===== src/rtl/mcr_pkg.sv =====
`default_nettype none

package mcr_pkg;

    // Input item kinds.
    localparam logic KIND_START = 1'b0;
    localparam logic KIND_STEP  = 1'b1;

    // Every iteration emits one point per octant.
    localparam int unsigned POINTS_PER_GROUP = 8;
    localparam int unsigned PHASE_BITS       = $clog2(POINTS_PER_GROUP);
    localparam logic [PHASE_BITS-1:0] LAST_PHASE = PHASE_BITS'(POINTS_PER_GROUP - 1);

    // Number of iterations that can wait between the front and back parts.
    localparam int unsigned QUEUE_DEPTH = 2;

endpackage

`default_nettype wire


===== src/rtl/midpoint_circle_rasterizer_unit.sv =====
// Channel   Direction  Ports                                         Handshake
// request   in         s_kind s_center_x s_center_y s_radius          s_valid / s_ready
// point     out        m_point_x m_point_y m_last_in_group            m_valid / m_ready
//                      m_circle_done
//
// A start request or a step with no circle running sends nothing on to the queue.
// An active step request yields eight points on the point channel, one point per cycle
// while m_ready stays high, so the single output port sets the sustained step rate.
// Up to two iterations wait in the queue, so the front keeps accepting while points drain.
// Reset is synchronous and active low; it clears the circle's active flag, the queue and
// the output stage.
// A stall on m_ready holds the current point and backs up into the queue, then s_ready.
`default_nettype none

module midpoint_circle_rasterizer_unit #(
    parameter int unsigned RADIUS_BITS = 10,
    parameter int unsigned COORD_BITS  = 12
) (
    input  wire logic                          aclk,
    input  wire logic                          aresetn,
    input  wire logic                          s_valid,
    output logic                               s_ready,
    input  wire logic                          s_kind,
    input  wire logic signed [COORD_BITS-1:0]  s_center_x,
    input  wire logic signed [COORD_BITS-1:0]  s_center_y,
    input  wire logic        [RADIUS_BITS-1:0] s_radius,
    output logic                               m_valid,
    input  wire logic                          m_ready,
    output logic signed [COORD_BITS:0]         m_point_x,
    output logic signed [COORD_BITS:0]         m_point_y,
    output logic                               m_last_in_group,
    output logic                               m_circle_done
);

    // One queued iteration: done flag, center, and the x and y of that iteration.
    localparam int unsigned GROUP_WIDTH = 2 * (RADIUS_BITS + 1) + 2 * COORD_BITS + 1;

    logic                   push_valid;
    logic                   push_ready;
    logic [GROUP_WIDTH-1:0] push_data;
    logic                   pop_valid;
    logic                   pop_ready;
    logic [GROUP_WIDTH-1:0] pop_data;

    // The front part runs the midpoint recurrence, one iteration per step request,
    // and hands each iteration's coordinates to the queue.
    mcr_front #(
        .RADIUS_BITS (RADIUS_BITS),
        .COORD_BITS  (COORD_BITS),
        .GROUP_WIDTH (GROUP_WIDTH)
    ) u_front (
        .aclk       (aclk),
        .aresetn    (aresetn),
        .s_valid    (s_valid),
        .s_ready    (s_ready),
        .s_kind     (s_kind),
        .s_center_x (s_center_x),
        .s_center_y (s_center_y),
        .s_radius   (s_radius),
        .push_valid (push_valid),
        .push_ready (push_ready),
        .push_data  (push_data)
    );

    // The queue decouples the recurrence from the point emission.
    mcr_queue #(
        .WIDTH (GROUP_WIDTH)
    ) u_queue (
        .aclk       (aclk),
        .aresetn    (aresetn),
        .push_valid (push_valid),
        .push_ready (push_ready),
        .push_data  (push_data),
        .pop_valid  (pop_valid),
        .pop_ready  (pop_ready),
        .pop_data   (pop_data)
    );

    // The back part mirrors each iteration into its eight octant points and drives
    // them out through a registered output stage.
    mcr_back #(
        .RADIUS_BITS (RADIUS_BITS),
        .COORD_BITS  (COORD_BITS),
        .GROUP_WIDTH (GROUP_WIDTH)
    ) u_back (
        .aclk            (aclk),
        .aresetn         (aresetn),
        .pop_valid       (pop_valid),
        .pop_ready       (pop_ready),
        .pop_data        (pop_data),
        .m_valid         (m_valid),
        .m_ready         (m_ready),
        .m_point_x       (m_point_x),
        .m_point_y       (m_point_y),
        .m_last_in_group (m_last_in_group),
        .m_circle_done   (m_circle_done)
    );

`ifndef ASSERT_OFF
    // The end of a circle is only ever flagged on the closing point of a group.
    a_done_on_last: assert property (@(posedge aclk) disable iff (!aresetn)
        m_valid |-> (!m_circle_done || m_last_in_group))
        else $error("circle_done seen on a point that does not close its group");

    // Once a group has started, its eight points leave without gaps.
    a_group_contiguous: assert property (@(posedge aclk) disable iff (!aresetn)
        (m_valid && m_ready && !m_last_in_group) |=> m_valid)
        else $error("gap inside an eight-point group");

    // A group is never popped while the back part is still mid-group with a point pending.
    a_pop_only_at_boundary: assert property (@(posedge aclk) disable iff (!aresetn)
        (pop_valid && pop_ready && m_valid && !m_ready) |-> m_last_in_group)
        else $error("new group loaded while the current one is unfinished");
`endif

endmodule

`default_nettype wire


===== src/rtl/mcr_queue.sv =====
`default_nettype none

module mcr_queue #(
    parameter int unsigned WIDTH = 47
) (
    input  wire logic             aclk,
    input  wire logic             aresetn,
    input  wire logic             push_valid,
    output logic                  push_ready,
    input  wire logic [WIDTH-1:0] push_data,
    output logic                  pop_valid,
    input  wire logic             pop_ready,
    output logic [WIDTH-1:0]      pop_data
);

    localparam int unsigned PTR_BITS = (mcr_pkg::QUEUE_DEPTH > 1) ?
                                       $clog2(mcr_pkg::QUEUE_DEPTH) : 1;
    localparam int unsigned CNT_BITS = $clog2(mcr_pkg::QUEUE_DEPTH + 1);
    localparam logic [CNT_BITS-1:0] FULL_COUNT = CNT_BITS'(mcr_pkg::QUEUE_DEPTH);
    localparam logic [PTR_BITS-1:0] LAST_SLOT  = PTR_BITS'(mcr_pkg::QUEUE_DEPTH - 1);

    logic [WIDTH-1:0]    slot_reg [mcr_pkg::QUEUE_DEPTH];
    logic [PTR_BITS-1:0] wr_ptr_reg, wr_ptr_next;
    logic [PTR_BITS-1:0] rd_ptr_reg, rd_ptr_next;
    logic [CNT_BITS-1:0] count_reg, count_next;
    logic                do_push;
    logic                do_pop;

    assign push_ready = (count_reg != FULL_COUNT);
    assign pop_valid  = (count_reg != '0);
    assign pop_data   = slot_reg[rd_ptr_reg];
    assign do_push    = push_valid && push_ready;
    assign do_pop     = pop_valid && pop_ready;

    always_comb begin
        wr_ptr_next = wr_ptr_reg;
        rd_ptr_next = rd_ptr_reg;
        count_next  = count_reg;
        if (do_push) begin
            wr_ptr_next = (wr_ptr_reg == LAST_SLOT) ? '0 : wr_ptr_reg + 1'b1;
        end
        if (do_pop) begin
            rd_ptr_next = (rd_ptr_reg == LAST_SLOT) ? '0 : rd_ptr_reg + 1'b1;
        end
        if (do_push && !do_pop) begin
            count_next = count_reg + 1'b1;
        end else if (do_pop && !do_push) begin
            count_next = count_reg - 1'b1;
        end
    end

    always_ff @(posedge aclk) begin
        if (!aresetn) begin
            wr_ptr_reg <= '0;
            rd_ptr_reg <= '0;
            count_reg  <= '0;
        end else begin
            wr_ptr_reg <= wr_ptr_next;
            rd_ptr_reg <= rd_ptr_next;
            count_reg  <= count_next;
        end
    end

    always_ff @(posedge aclk) begin
        if (do_push) begin
            slot_reg[wr_ptr_reg] <= push_data;
        end
    end

endmodule

`default_nettype wire


===== src/rtl/mcr_front.sv =====
`default_nettype none

module mcr_front #(
    parameter int unsigned RADIUS_BITS = 10,
    parameter int unsigned COORD_BITS  = 12,
    parameter int unsigned GROUP_WIDTH = 2 * (RADIUS_BITS + 1) + 2 * COORD_BITS + 1
) (
    input  wire logic                          aclk,
    input  wire logic                          aresetn,
    input  wire logic                          s_valid,
    output logic                               s_ready,
    input  wire logic                          s_kind,
    input  wire logic signed [COORD_BITS-1:0]  s_center_x,
    input  wire logic signed [COORD_BITS-1:0]  s_center_y,
    input  wire logic        [RADIUS_BITS-1:0] s_radius,
    output logic                               push_valid,
    input  wire logic                          push_ready,
    output logic [GROUP_WIDTH-1:0]             push_data
);

    localparam int unsigned XW = RADIUS_BITS + 1;  // running x and y
    localparam int unsigned SW = RADIUS_BITS + 2;  // step terms
    localparam int unsigned DW = RADIUS_BITS + 4;  // error term

    logic                         active_reg, active_next;
    logic signed [XW-1:0]         cur_x_reg, cur_x_next;
    logic signed [XW-1:0]         cur_y_reg, cur_y_next;
    logic        [SW-1:0]         x_step_reg, x_step_next;
    logic        [SW-1:0]         y_step_reg, y_step_next;
    logic signed [DW-1:0]         decision_reg, decision_next;
    logic        [XW-1:0]         twice_radius_reg, twice_radius_next;
    logic signed [COORD_BITS-1:0] held_cx_reg, held_cx_next;
    logic signed [COORD_BITS-1:0] held_cy_reg, held_cy_next;

    logic                         accept;
    logic                         y_adv;
    logic                         x_adv;
    logic signed [DW-1:0]         dec_mid;
    logic        [SW-1:0]         x_step_inc;
    logic                         done;

    assign s_ready    = push_ready;
    assign accept     = s_valid && s_ready;
    assign push_valid = accept && (s_kind == mcr_pkg::KIND_STEP) && active_reg;

    always_comb begin
        active_next       = active_reg;
        cur_x_next        = cur_x_reg;
        cur_y_next        = cur_y_reg;
        x_step_next       = x_step_reg;
        y_step_next       = y_step_reg;
        decision_next     = decision_reg;
        twice_radius_next = twice_radius_reg;
        held_cx_next      = held_cx_reg;
        held_cy_next      = held_cy_reg;

        // One iteration: y advances first, then x is checked on the new error.
        y_adv = decision_reg[DW-1] || (decision_reg == '0);
        dec_mid = y_adv ? decision_reg + $signed({{(DW-SW){1'b0}}, y_step_reg})
                        : decision_reg;
        x_adv = !dec_mid[DW-1] && (dec_mid != '0);
        x_step_inc = x_step_reg + SW'(2);
        done = 1'b0;

        if (accept) begin
            if (s_kind == mcr_pkg::KIND_START) begin
                held_cx_next      = s_center_x;
                held_cy_next      = s_center_y;
                twice_radius_next = {s_radius, 1'b0};
                cur_x_next        = $signed({1'b0, s_radius}) - XW'(1);
                cur_y_next        = '0;
                x_step_next       = SW'(1);
                y_step_next       = SW'(1);
                decision_next     = DW'(1) - $signed({{(DW-XW){1'b0}}, s_radius, 1'b0});
                active_next       = (s_radius != '0);
            end else if (active_reg) begin
                if (y_adv) begin
                    cur_y_next  = cur_y_reg + XW'(1);
                    y_step_next = y_step_reg + SW'(2);
                end
                decision_next = dec_mid;
                if (x_adv) begin
                    cur_x_next    = cur_x_reg - XW'(1);
                    x_step_next   = x_step_inc;
                    decision_next = dec_mid + $signed({{(DW-SW){1'b0}}, x_step_inc})
                                    - $signed({{(DW-XW){1'b0}}, twice_radius_reg});
                end
                done = (cur_x_next < cur_y_next);
                if (done) begin
                    active_next = 1'b0;
                end
            end
        end
    end

    // The group carries its own center so that a later start cannot disturb it.
    assign push_data = {done, held_cy_reg, held_cx_reg, cur_y_reg, cur_x_reg};

    always_ff @(posedge aclk) begin
        if (!aresetn) begin
            active_reg <= 1'b0;
        end else begin
            active_reg <= active_next;
        end
    end

    always_ff @(posedge aclk) begin
        cur_x_reg        <= cur_x_next;
        cur_y_reg        <= cur_y_next;
        x_step_reg       <= x_step_next;
        y_step_reg       <= y_step_next;
        decision_reg     <= decision_next;
        twice_radius_reg <= twice_radius_next;
        held_cx_reg      <= held_cx_next;
        held_cy_reg      <= held_cy_next;
    end

endmodule

`default_nettype wire


===== src/rtl/mcr_back.sv =====
`default_nettype none

module mcr_back #(
    parameter int unsigned RADIUS_BITS = 10,
    parameter int unsigned COORD_BITS  = 12,
    parameter int unsigned GROUP_WIDTH = 2 * (RADIUS_BITS + 1) + 2 * COORD_BITS + 1
) (
    input  wire logic                         aclk,
    input  wire logic                         aresetn,
    input  wire logic                         pop_valid,
    output logic                              pop_ready,
    input  wire logic [GROUP_WIDTH-1:0]       pop_data,
    output logic                              m_valid,
    input  wire logic                         m_ready,
    output logic signed [COORD_BITS:0]        m_point_x,
    output logic signed [COORD_BITS:0]        m_point_y,
    output logic                              m_last_in_group,
    output logic                              m_circle_done
);

    localparam int unsigned XW = RADIUS_BITS + 1;
    localparam int unsigned WW = ((COORD_BITS > XW) ? COORD_BITS : XW) + 2;

    logic signed [XW-1:0]         grp_x_reg;
    logic signed [XW-1:0]         grp_y_reg;
    logic signed [COORD_BITS-1:0] grp_cx_reg;
    logic signed [COORD_BITS-1:0] grp_cy_reg;
    logic                         grp_done_reg;
    logic                         busy_reg;
    logic [mcr_pkg::PHASE_BITS-1:0] phase_reg;

    logic                         valid_reg;
    logic signed [COORD_BITS:0]   px_reg;
    logic signed [COORD_BITS:0]   py_reg;
    logic                         last_reg;
    logic                         done_reg;

    logic                         load_out;
    logic                         at_last;
    logic                         do_pop;
    logic signed [WW-1:0]         a_ext;
    logic signed [WW-1:0]         b_ext;
    logic signed [WW-1:0]         cx_ext;
    logic signed [WW-1:0]         cy_ext;
    logic signed [WW-1:0]         px_wide;
    logic signed [WW-1:0]         py_wide;

    assign at_last   = (phase_reg == mcr_pkg::LAST_PHASE);
    assign load_out  = busy_reg && (!valid_reg || m_ready);
    assign pop_ready = !busy_reg || (load_out && at_last);
    assign do_pop    = pop_valid && pop_ready;

    // Phase bit 2 swaps x and y, bit 1 negates the x offset, bit 0 picks +y.
    always_comb begin
        a_ext   = phase_reg[2] ? WW'(grp_y_reg) : WW'(grp_x_reg);
        b_ext   = phase_reg[2] ? WW'(grp_x_reg) : WW'(grp_y_reg);
        cx_ext  = WW'(grp_cx_reg);
        cy_ext  = WW'(grp_cy_reg);
        px_wide = phase_reg[1] ? cx_ext - a_ext : cx_ext + a_ext;
        py_wide = phase_reg[0] ? cy_ext + b_ext : cy_ext - b_ext;
    end

    always_ff @(posedge aclk) begin
        if (!aresetn) begin
            busy_reg  <= 1'b0;
            valid_reg <= 1'b0;
            phase_reg <= '0;
        end else begin
            if (load_out) begin
                valid_reg <= 1'b1;
                phase_reg <= phase_reg + 1'b1;
            end else if (m_ready) begin
                valid_reg <= 1'b0;
            end
            if (do_pop) begin
                busy_reg  <= 1'b1;
                phase_reg <= '0;
            end else if (load_out && at_last) begin
                busy_reg <= 1'b0;
            end
        end
    end

    always_ff @(posedge aclk) begin
        if (do_pop) begin
            {grp_done_reg, grp_cy_reg, grp_cx_reg, grp_y_reg, grp_x_reg} <= pop_data;
        end
        if (load_out) begin
            px_reg   <= px_wide[COORD_BITS:0];
            py_reg   <= py_wide[COORD_BITS:0];
            last_reg <= at_last;
            done_reg <= at_last && grp_done_reg;
        end
    end

    assign m_valid         = valid_reg;
    assign m_point_x       = px_reg;
    assign m_point_y       = py_reg;
    assign m_last_in_group = last_reg;
    assign m_circle_done   = done_reg;

endmodule

`default_nettype wire


===== config.mk =====
export PLATFORM = sky130hd
export DESIGN_NAME = midpoint_circle_rasterizer_unit
export DESIGN_NICKNAME = d
export VERILOG_FILES = /design/src/rtl/mcr_pkg.sv /design/src/rtl/midpoint_circle_rasterizer_unit.sv /design/src/rtl/mcr_queue.sv /design/src/rtl/mcr_front.sv /design/src/rtl/mcr_back.sv
export SDC_FILE = /design/constraint.sdc
export NUM_CORES = 1
export LEC_CHECK = 0
export ABC_AREA = 1
export BUFFER_PORTS_ARGS = -buffer_cell sky130_fd_sc_hd__buf_2
export CAP_MARGIN = 20
export CORE_MARGIN = 2
export CORE_UTILIZATION = 40
export CTS_CLUSTER_DIAMETER = 60
export DETAILED_ROUTE_END_ITERATION = 8
export PLACE_DENSITY = 0.59
export SYNTH_ARGS = -nofsm -noshare
export SYNTH_HDL_FRONTEND = slang
export SYNTH_SLANG_ARGS = --single-unit
export TNS_END_PERCENT = 1

===== constraint.sdc =====
create_clock -name aclk -period 5.85 [get_ports aclk]
set_clock_uncertainty 0.05 [all_clocks]
set_input_delay 0.8775 -clock aclk [delete_from_list [all_inputs] [get_ports aclk]]
set_output_delay 0.8775 -clock aclk [all_outputs]
set_load 0.01 [all_outputs]

# Word level (Yosys, flattened, before mapping)
# Memory sizes are Yosys's and may differ from the RTL's. A register that Yosys moved wholly into a read port is not among the register bits.
# Index checks and enable logic that the tools add are counted.
# op_classes
addsub	18
multipliers	0
div	0
n_lt_le_gt_ge	1
n_eq_ne	5
shift	0
mux	39
bitwise	2
reduce_logical	31
# ops
op	count
$mux W11	11
$mux W14	4
$mux W13	4
$mux W12	4
$add A14 B13 Y14	2
$add A12 B13 Y13	2
$sub A12 B13 Y13	2
$add A12 B2 Y12 const B	2
$logic_not A14 Y1	1
$mux W1	14
$reduce_bool A14 Y1	1
$sub A14 B12 Y14	1
$sub A1 B11 Y12 const A	1
$add A11 B2 Y11 const B	1
$logic_and A1 B1 Y1	11
$lt A11 B11 Y1	1
$sub A10 B1 Y11 const B	1
$sub A11 B2 Y11 const B	1
$reduce_bool A10 Y1	1
$reduce_bool A2 Y1	4
$ne A2 B1 Y1 const B	3
$reduce_and A3 Y1	2
$logic_not A1 Y1	5
$mux W2	2
10 further kinds	15
# totals
regBits	132
latch_bits	0
ram_bits	94
rom_bits	0
out_inout_bits	30
elab_cells	116
n_memories	1
# mem_list
name	words	width	read_ports	rd_ports_with_merged_regs	write_ports	line	rtl
u_queue.slot_reg	2	47	1	1	1	mcr_queue.sv:22	logic [WIDTH-1:0] slot_reg [mcr_pkg::QUEUE_DEPTH];

# Logic depth before layout (Yosys ltp)
# depth
depth_word	13
ltp_mapped	29

# Modules after synthesis
# From an unflattened synthesis, not the netlist that was laid out.
# unflattened
hier_cells	1340
hier_area_um2	14606.5
# by_module_without_submodules
module	instances	cells_each	area_per_inst_um2
mcr_front	1	715	6348.6
mcr_back	1	442	4503.1
mcr_queue	1	183	3754.9

# Worst setup path before layout
# No wires, ideal clock.
# synth_timing
path_type	input to register
startpoint	input port m_ready
endpoint	register u_queue.count_reg[1]
setup_time_ns	0.122
t_arrival_ns	4.523
required_time_ns	5.678
path_slack_ns	1.155
stages	10
path_cell_list	inv_1 -> nand2_1 -> a21oi_1 -> a21oi_1 -> inv_1 -> ha_1 -> a21oi_1 -> o21ai_0 -> o21ai_0 -> a21oi_1
# synth_via
elab_chain_len	8
word_cells_on_any_way	10
cone_classes	mux: 1; reduce/logical: 9
# synth_lines
element	line	rtl
start: declaration	midpoint_circle_rasterizer_unit.sv:28	input wire logic m_ready,
$logic_or A1 B1 Y1 (*)	mcr_back.sv:49	assign load_out = busy_reg && (!valid_reg || m_ready);
$logic_and A1 B1 Y1 (*)	mcr_back.sv:49	
$logic_and A1 B1 Y1 (*)	mcr_back.sv:50	assign pop_ready = !busy_reg || (load_out && at_last);
$logic_or A1 B1 Y1 (*)	mcr_back.sv:50	
$logic_and A1 B1 Y1 (*)	n/a	
net u_back.do_pop	mcr_back.sv:40	logic do_pop;
$logic_not A1 Y1	mcr_queue.sv:45	if (do_push && !do_pop) begin
$logic_and A1 B1 Y1	mcr_queue.sv:45	
$mux W2 or $reduce_bool A2 Y1 (tied branches)	n/a	
end signal: assignment	mcr_queue.sv:60	count_reg <= count_next;
end: declaration	mcr_queue.sv:25	logic [CNT_BITS-1:0] count_reg, count_next;
# Mark *: on every way through the listed nets, which the timed path passes. The rest lies on a longest branch.
# A chain may end at the register's enable or synchronous reset.

# Worst setup path in the final report
# layout_timing
startpoint	register u_back.phase_reg[2] (netlist name)
endpoint	register u_back.py_reg[11], in the netlist u_back.m_point_y[11], data pin
# layout_via
elab_chain_len	3
word_cells_on_any_way	4
cone_classes	add/sub: 2; mux: 2
# layout_lines
element	line	rtl
start: declaration	mcr_back.sv:30	logic [mcr_pkg::PHASE_BITS-1:0] phase_reg;
start signal: assignment	mcr_back.sv:71	phase_reg <= phase_reg + 1'b1;
$mux W13 (*)	mcr_back.sv:56	b_ext = phase_reg[2] ? WW'(grp_x_reg) : WW'(grp_y_reg);
$sub A12 B13 Y13 or $add A12 B13 Y13 (tied branches)	mcr_back.sv:60	py_wide = phase_reg[0] ? cy_ext + b_ext : cy_ext - b_ext;
$mux W13 (*)	mcr_back.sv:60	
net u_back.py_wide[11]	mcr_back.sv:46	logic signed [WW-1:0] py_wide;
end signal: assignment	mcr_back.sv:90	py_reg <= py_wide[COORD_BITS:0];
end: declaration	mcr_back.sv:34	logic signed [COORD_BITS:0] py_reg;
# Marks and branches as above.

==> flow_metrics.tcl <==
set metrics [dict create \
    port_buffers 68 \
    largest_reg_flops 94 \
    initial_core_util_pct 40.6 \
    gp_congestion 0.853 \
    hold_viol 0 \
    cts_max_level 1 \
    die_x_um 192 \
    syn_inst 1398 \
    wirelength_um 30000 \
    dieArea_um2 36700 \
    maxCapViolCount 0 \
    row_count 68 \
    post_drt_wl_per_cell_um 15.3 \
    synthFlopType "edfxtp_1" \
    cts_buffers 30 \
    layout_worst_path_cycle_share_pct 79.2 \
    grt_use_total_pct 16.7 \
    post-route-drc-count 0 \
    setup_viol 0 \
    grt_start_max_net_pins 52 \
    setup_tns_ps 0 \
    slew_headroom_pct 39.6 \
    yosys_warnings 0 \
    syn_area_um2 14100 \
    grt_pass1_wl_um 47800 \
    arrival_ps 4890 \
    avgSynthCellArea_um2 10.1 \
    crit_slowest_cell "dfxtp_1" \
    num-nets-final 1602 \
    diodes 0 \
    drive_gt1_share_pct 11.0 \
    cts_hold_buf 0 \
    slew_viol_final 0 \
    antenna_found_initial 0 \
    vias_per_cell 4.85 \
    clockBufferDepth 3 \
    critPathMaxStageDelay_ps 870 \
    rsz0062_at_grt "no" \
    crit_required_ps 6110 \
    cp-start-kind "flop" \
    dr.pass1.iters 4 \
    fp.coreArea_um2 34600 \
    clock-sinks 271 \
    worstPathMaxFanout 31 \
    irDropWorstVdd_mv 0.288 \
    clk_pin_slew_ps 60 \
    num_vias 9506 \
    leakage_nw 6.74 \
    ant_nets 0 \
    crit_family "compound AO/OA/AOI/OAI gates" \
    first_iter_violations 540 \
    fmax_mhz 216 \
    outcome "finished clean" \
    holdWs_ps 389 \
    cts_tree "yes" \
    hold_path.class "reg -> reg" \
    ys_types 54 \
    cp_cell_sequence "inv_1 > or2_2 > o21ai_0 > ha_1 > nor3b_1 > nor2_1 > xor2_1 > ha_1 > inv_1 > o21ai_0 > a21o_1 > a21oi_1 > o21ai_0 > a21oi_1 > nor2_1 > nor2_1 > xor2_1" \
    root_buffer "clkbuf_16" \
    yosysMostFrequentCell "nand2_1" \
    grt_overflow 0 \
    layout_min_cycle_time_ps 4630 \
    ys_ff_latch 271 \
    synthTopCellsByCount "348 x nand2_1, 261 x edfxtp_1, 182 x inv_1, 118 x nor2_1, 78 x a21oi_1" \
    area_growth_pct 13.8 \
    crit_path_end_kind "flop" \
    yosysSeqAreaShare_pct 57.1 \
    criticalPathCategory "reg -> reg" \
    powerDensity_nw_per_um2 508 \
    cts_resized 0 \
    io_pins 69 \
    synthArstFlopShare_pct 0 \
    synth_edf_count 261 \
    dp_hpwl_um 21500 \
    synth_top_area_share_pct 55.7 \
    clock_insertion_delay_worst_skew_ps 570 \
    post_cts_buffers 0 \
    yosys-top-cells-area "edfxtp_1 56%, nand2_1 9.3%, ha_1 6.1%" \
    worst_pin_slew_ps 904 \
    first_global_vias 9168 \
    die_h_um 192 \
    syn_nets 1519 \
    synth.largest_area_cell "edfxtp_1" \
    path_buf_inv 2 \
]
-- kinds of logic (layout without fill, tap and decap cells) --
logic type	after synthesis	count (layout)	synth area share, %
fa+ha+maj	82	82	7.99
simple gates	577	577	17.3
xor+xnor	76	76	4.73
buf+inv	217	324	6.07
flops	271	271	57.1
mux	1	1	0.0712
compound gates	174	174	6.68
-- per-stage QoR --
| step | worst slack (ps) | power, mW | instance area, µm² | utilization [%] | std cells |
|---|---|---|---|---|---|
| floorplan | 1150 | 5.38 | 14100 | - | 1398 |
| global placement | 1290 | 6.19 | 14900 | 43.2 | 1902 |
| detailed placement | 1210 | 6.23 | 14900 | 43.2 | 1902 |
| CTS | 1190 | 8.21 | 16000 | 46.1 | 1958 |
| global route | 808 | 8.76 | 16000 | 46.2 | 1960 |
| finish | 1220 | 8.14 | 16000 | 46.2 | 1960 |
-- layer usage --
layer / vias to the layer above / share of wire (%) / GRT usage, %
li1: 4849 / - / -
met1: 4441 / 45 / 21.4
met2: 168 / 48 / 29.2
met3: 48 / 4.2 / 2.83
met4: 0 / 2.6 / 4.47
met5: - / 0 / 0
-- report_power, final --
group | internal [mW] | switching (mW)
sequential | 2.78 | 0.213
combinational | 1.17 | 2.03
clock | 1.17 | 0.782
-- cell type report --
class | instances | area, µm²
well taps | 455 | 569
fillers | 3246 | 18600
inverters | 189 | 709
multi-input cells | 910 | 5220
clock buffers | 33 | 762
clock inverters | 23 | 269
repair buffers | 79 | 448
flip-flops and latches | 271 | 8040
-- cell usage in the layout, fill, tap and decap left out, types with 3 or more instances in the layout --
cell type and instances:
nand2_1 348, clkbuf_16 30, clkinv_1 5, nor3_1 14, nand4_1 12, nand3_1 50, o221ai_1 3, inv_2 6
xnor2_1 18, o21ai_0 69, bufinv_16 5, or2_1 3, nand3_2 7, edfxtp_1 261, o21ai_1 3, nor2_4 5
clkbuf_1 3, buf_2 68, clkinv_2 7, fa_1 13, a21oi_1 77, o31ai_1 3, buf_4 9, nor2_1 114
or2_2 6, dfxtp_1 9, xor2_1 58, ha_1 69, nand2_2 3, inv_1 182
-- path summary, 6_finish.rpt --
| kind | from | end | slack, ps | cells after the start |
|---|---|---|---|---|
| max reg2reg | u_back.phase_reg[2]$_SDFFE_PP0P_ | u_back.m_point_y[11]$_DFFE_PP_ | 1220 | 17 |
| min reg2reg | u_front.held_cy_reg[1]$_DFFE_PP_ | u_queue.slot_reg[0][35]$_DFFE_PP_ | 390 | 0 |
| max | u_back.phase_reg[2]$_SDFFE_PP0P_ | u_back.m_point_y[11]$_DFFE_PP_ | 1220 | 17 |
| min | u_front.held_cy_reg[1]$_DFFE_PP_ | u_queue.slot_reg[0][35]$_DFFE_PP_ | 390 | 0 |
Power figures use the tool's default switching activity.
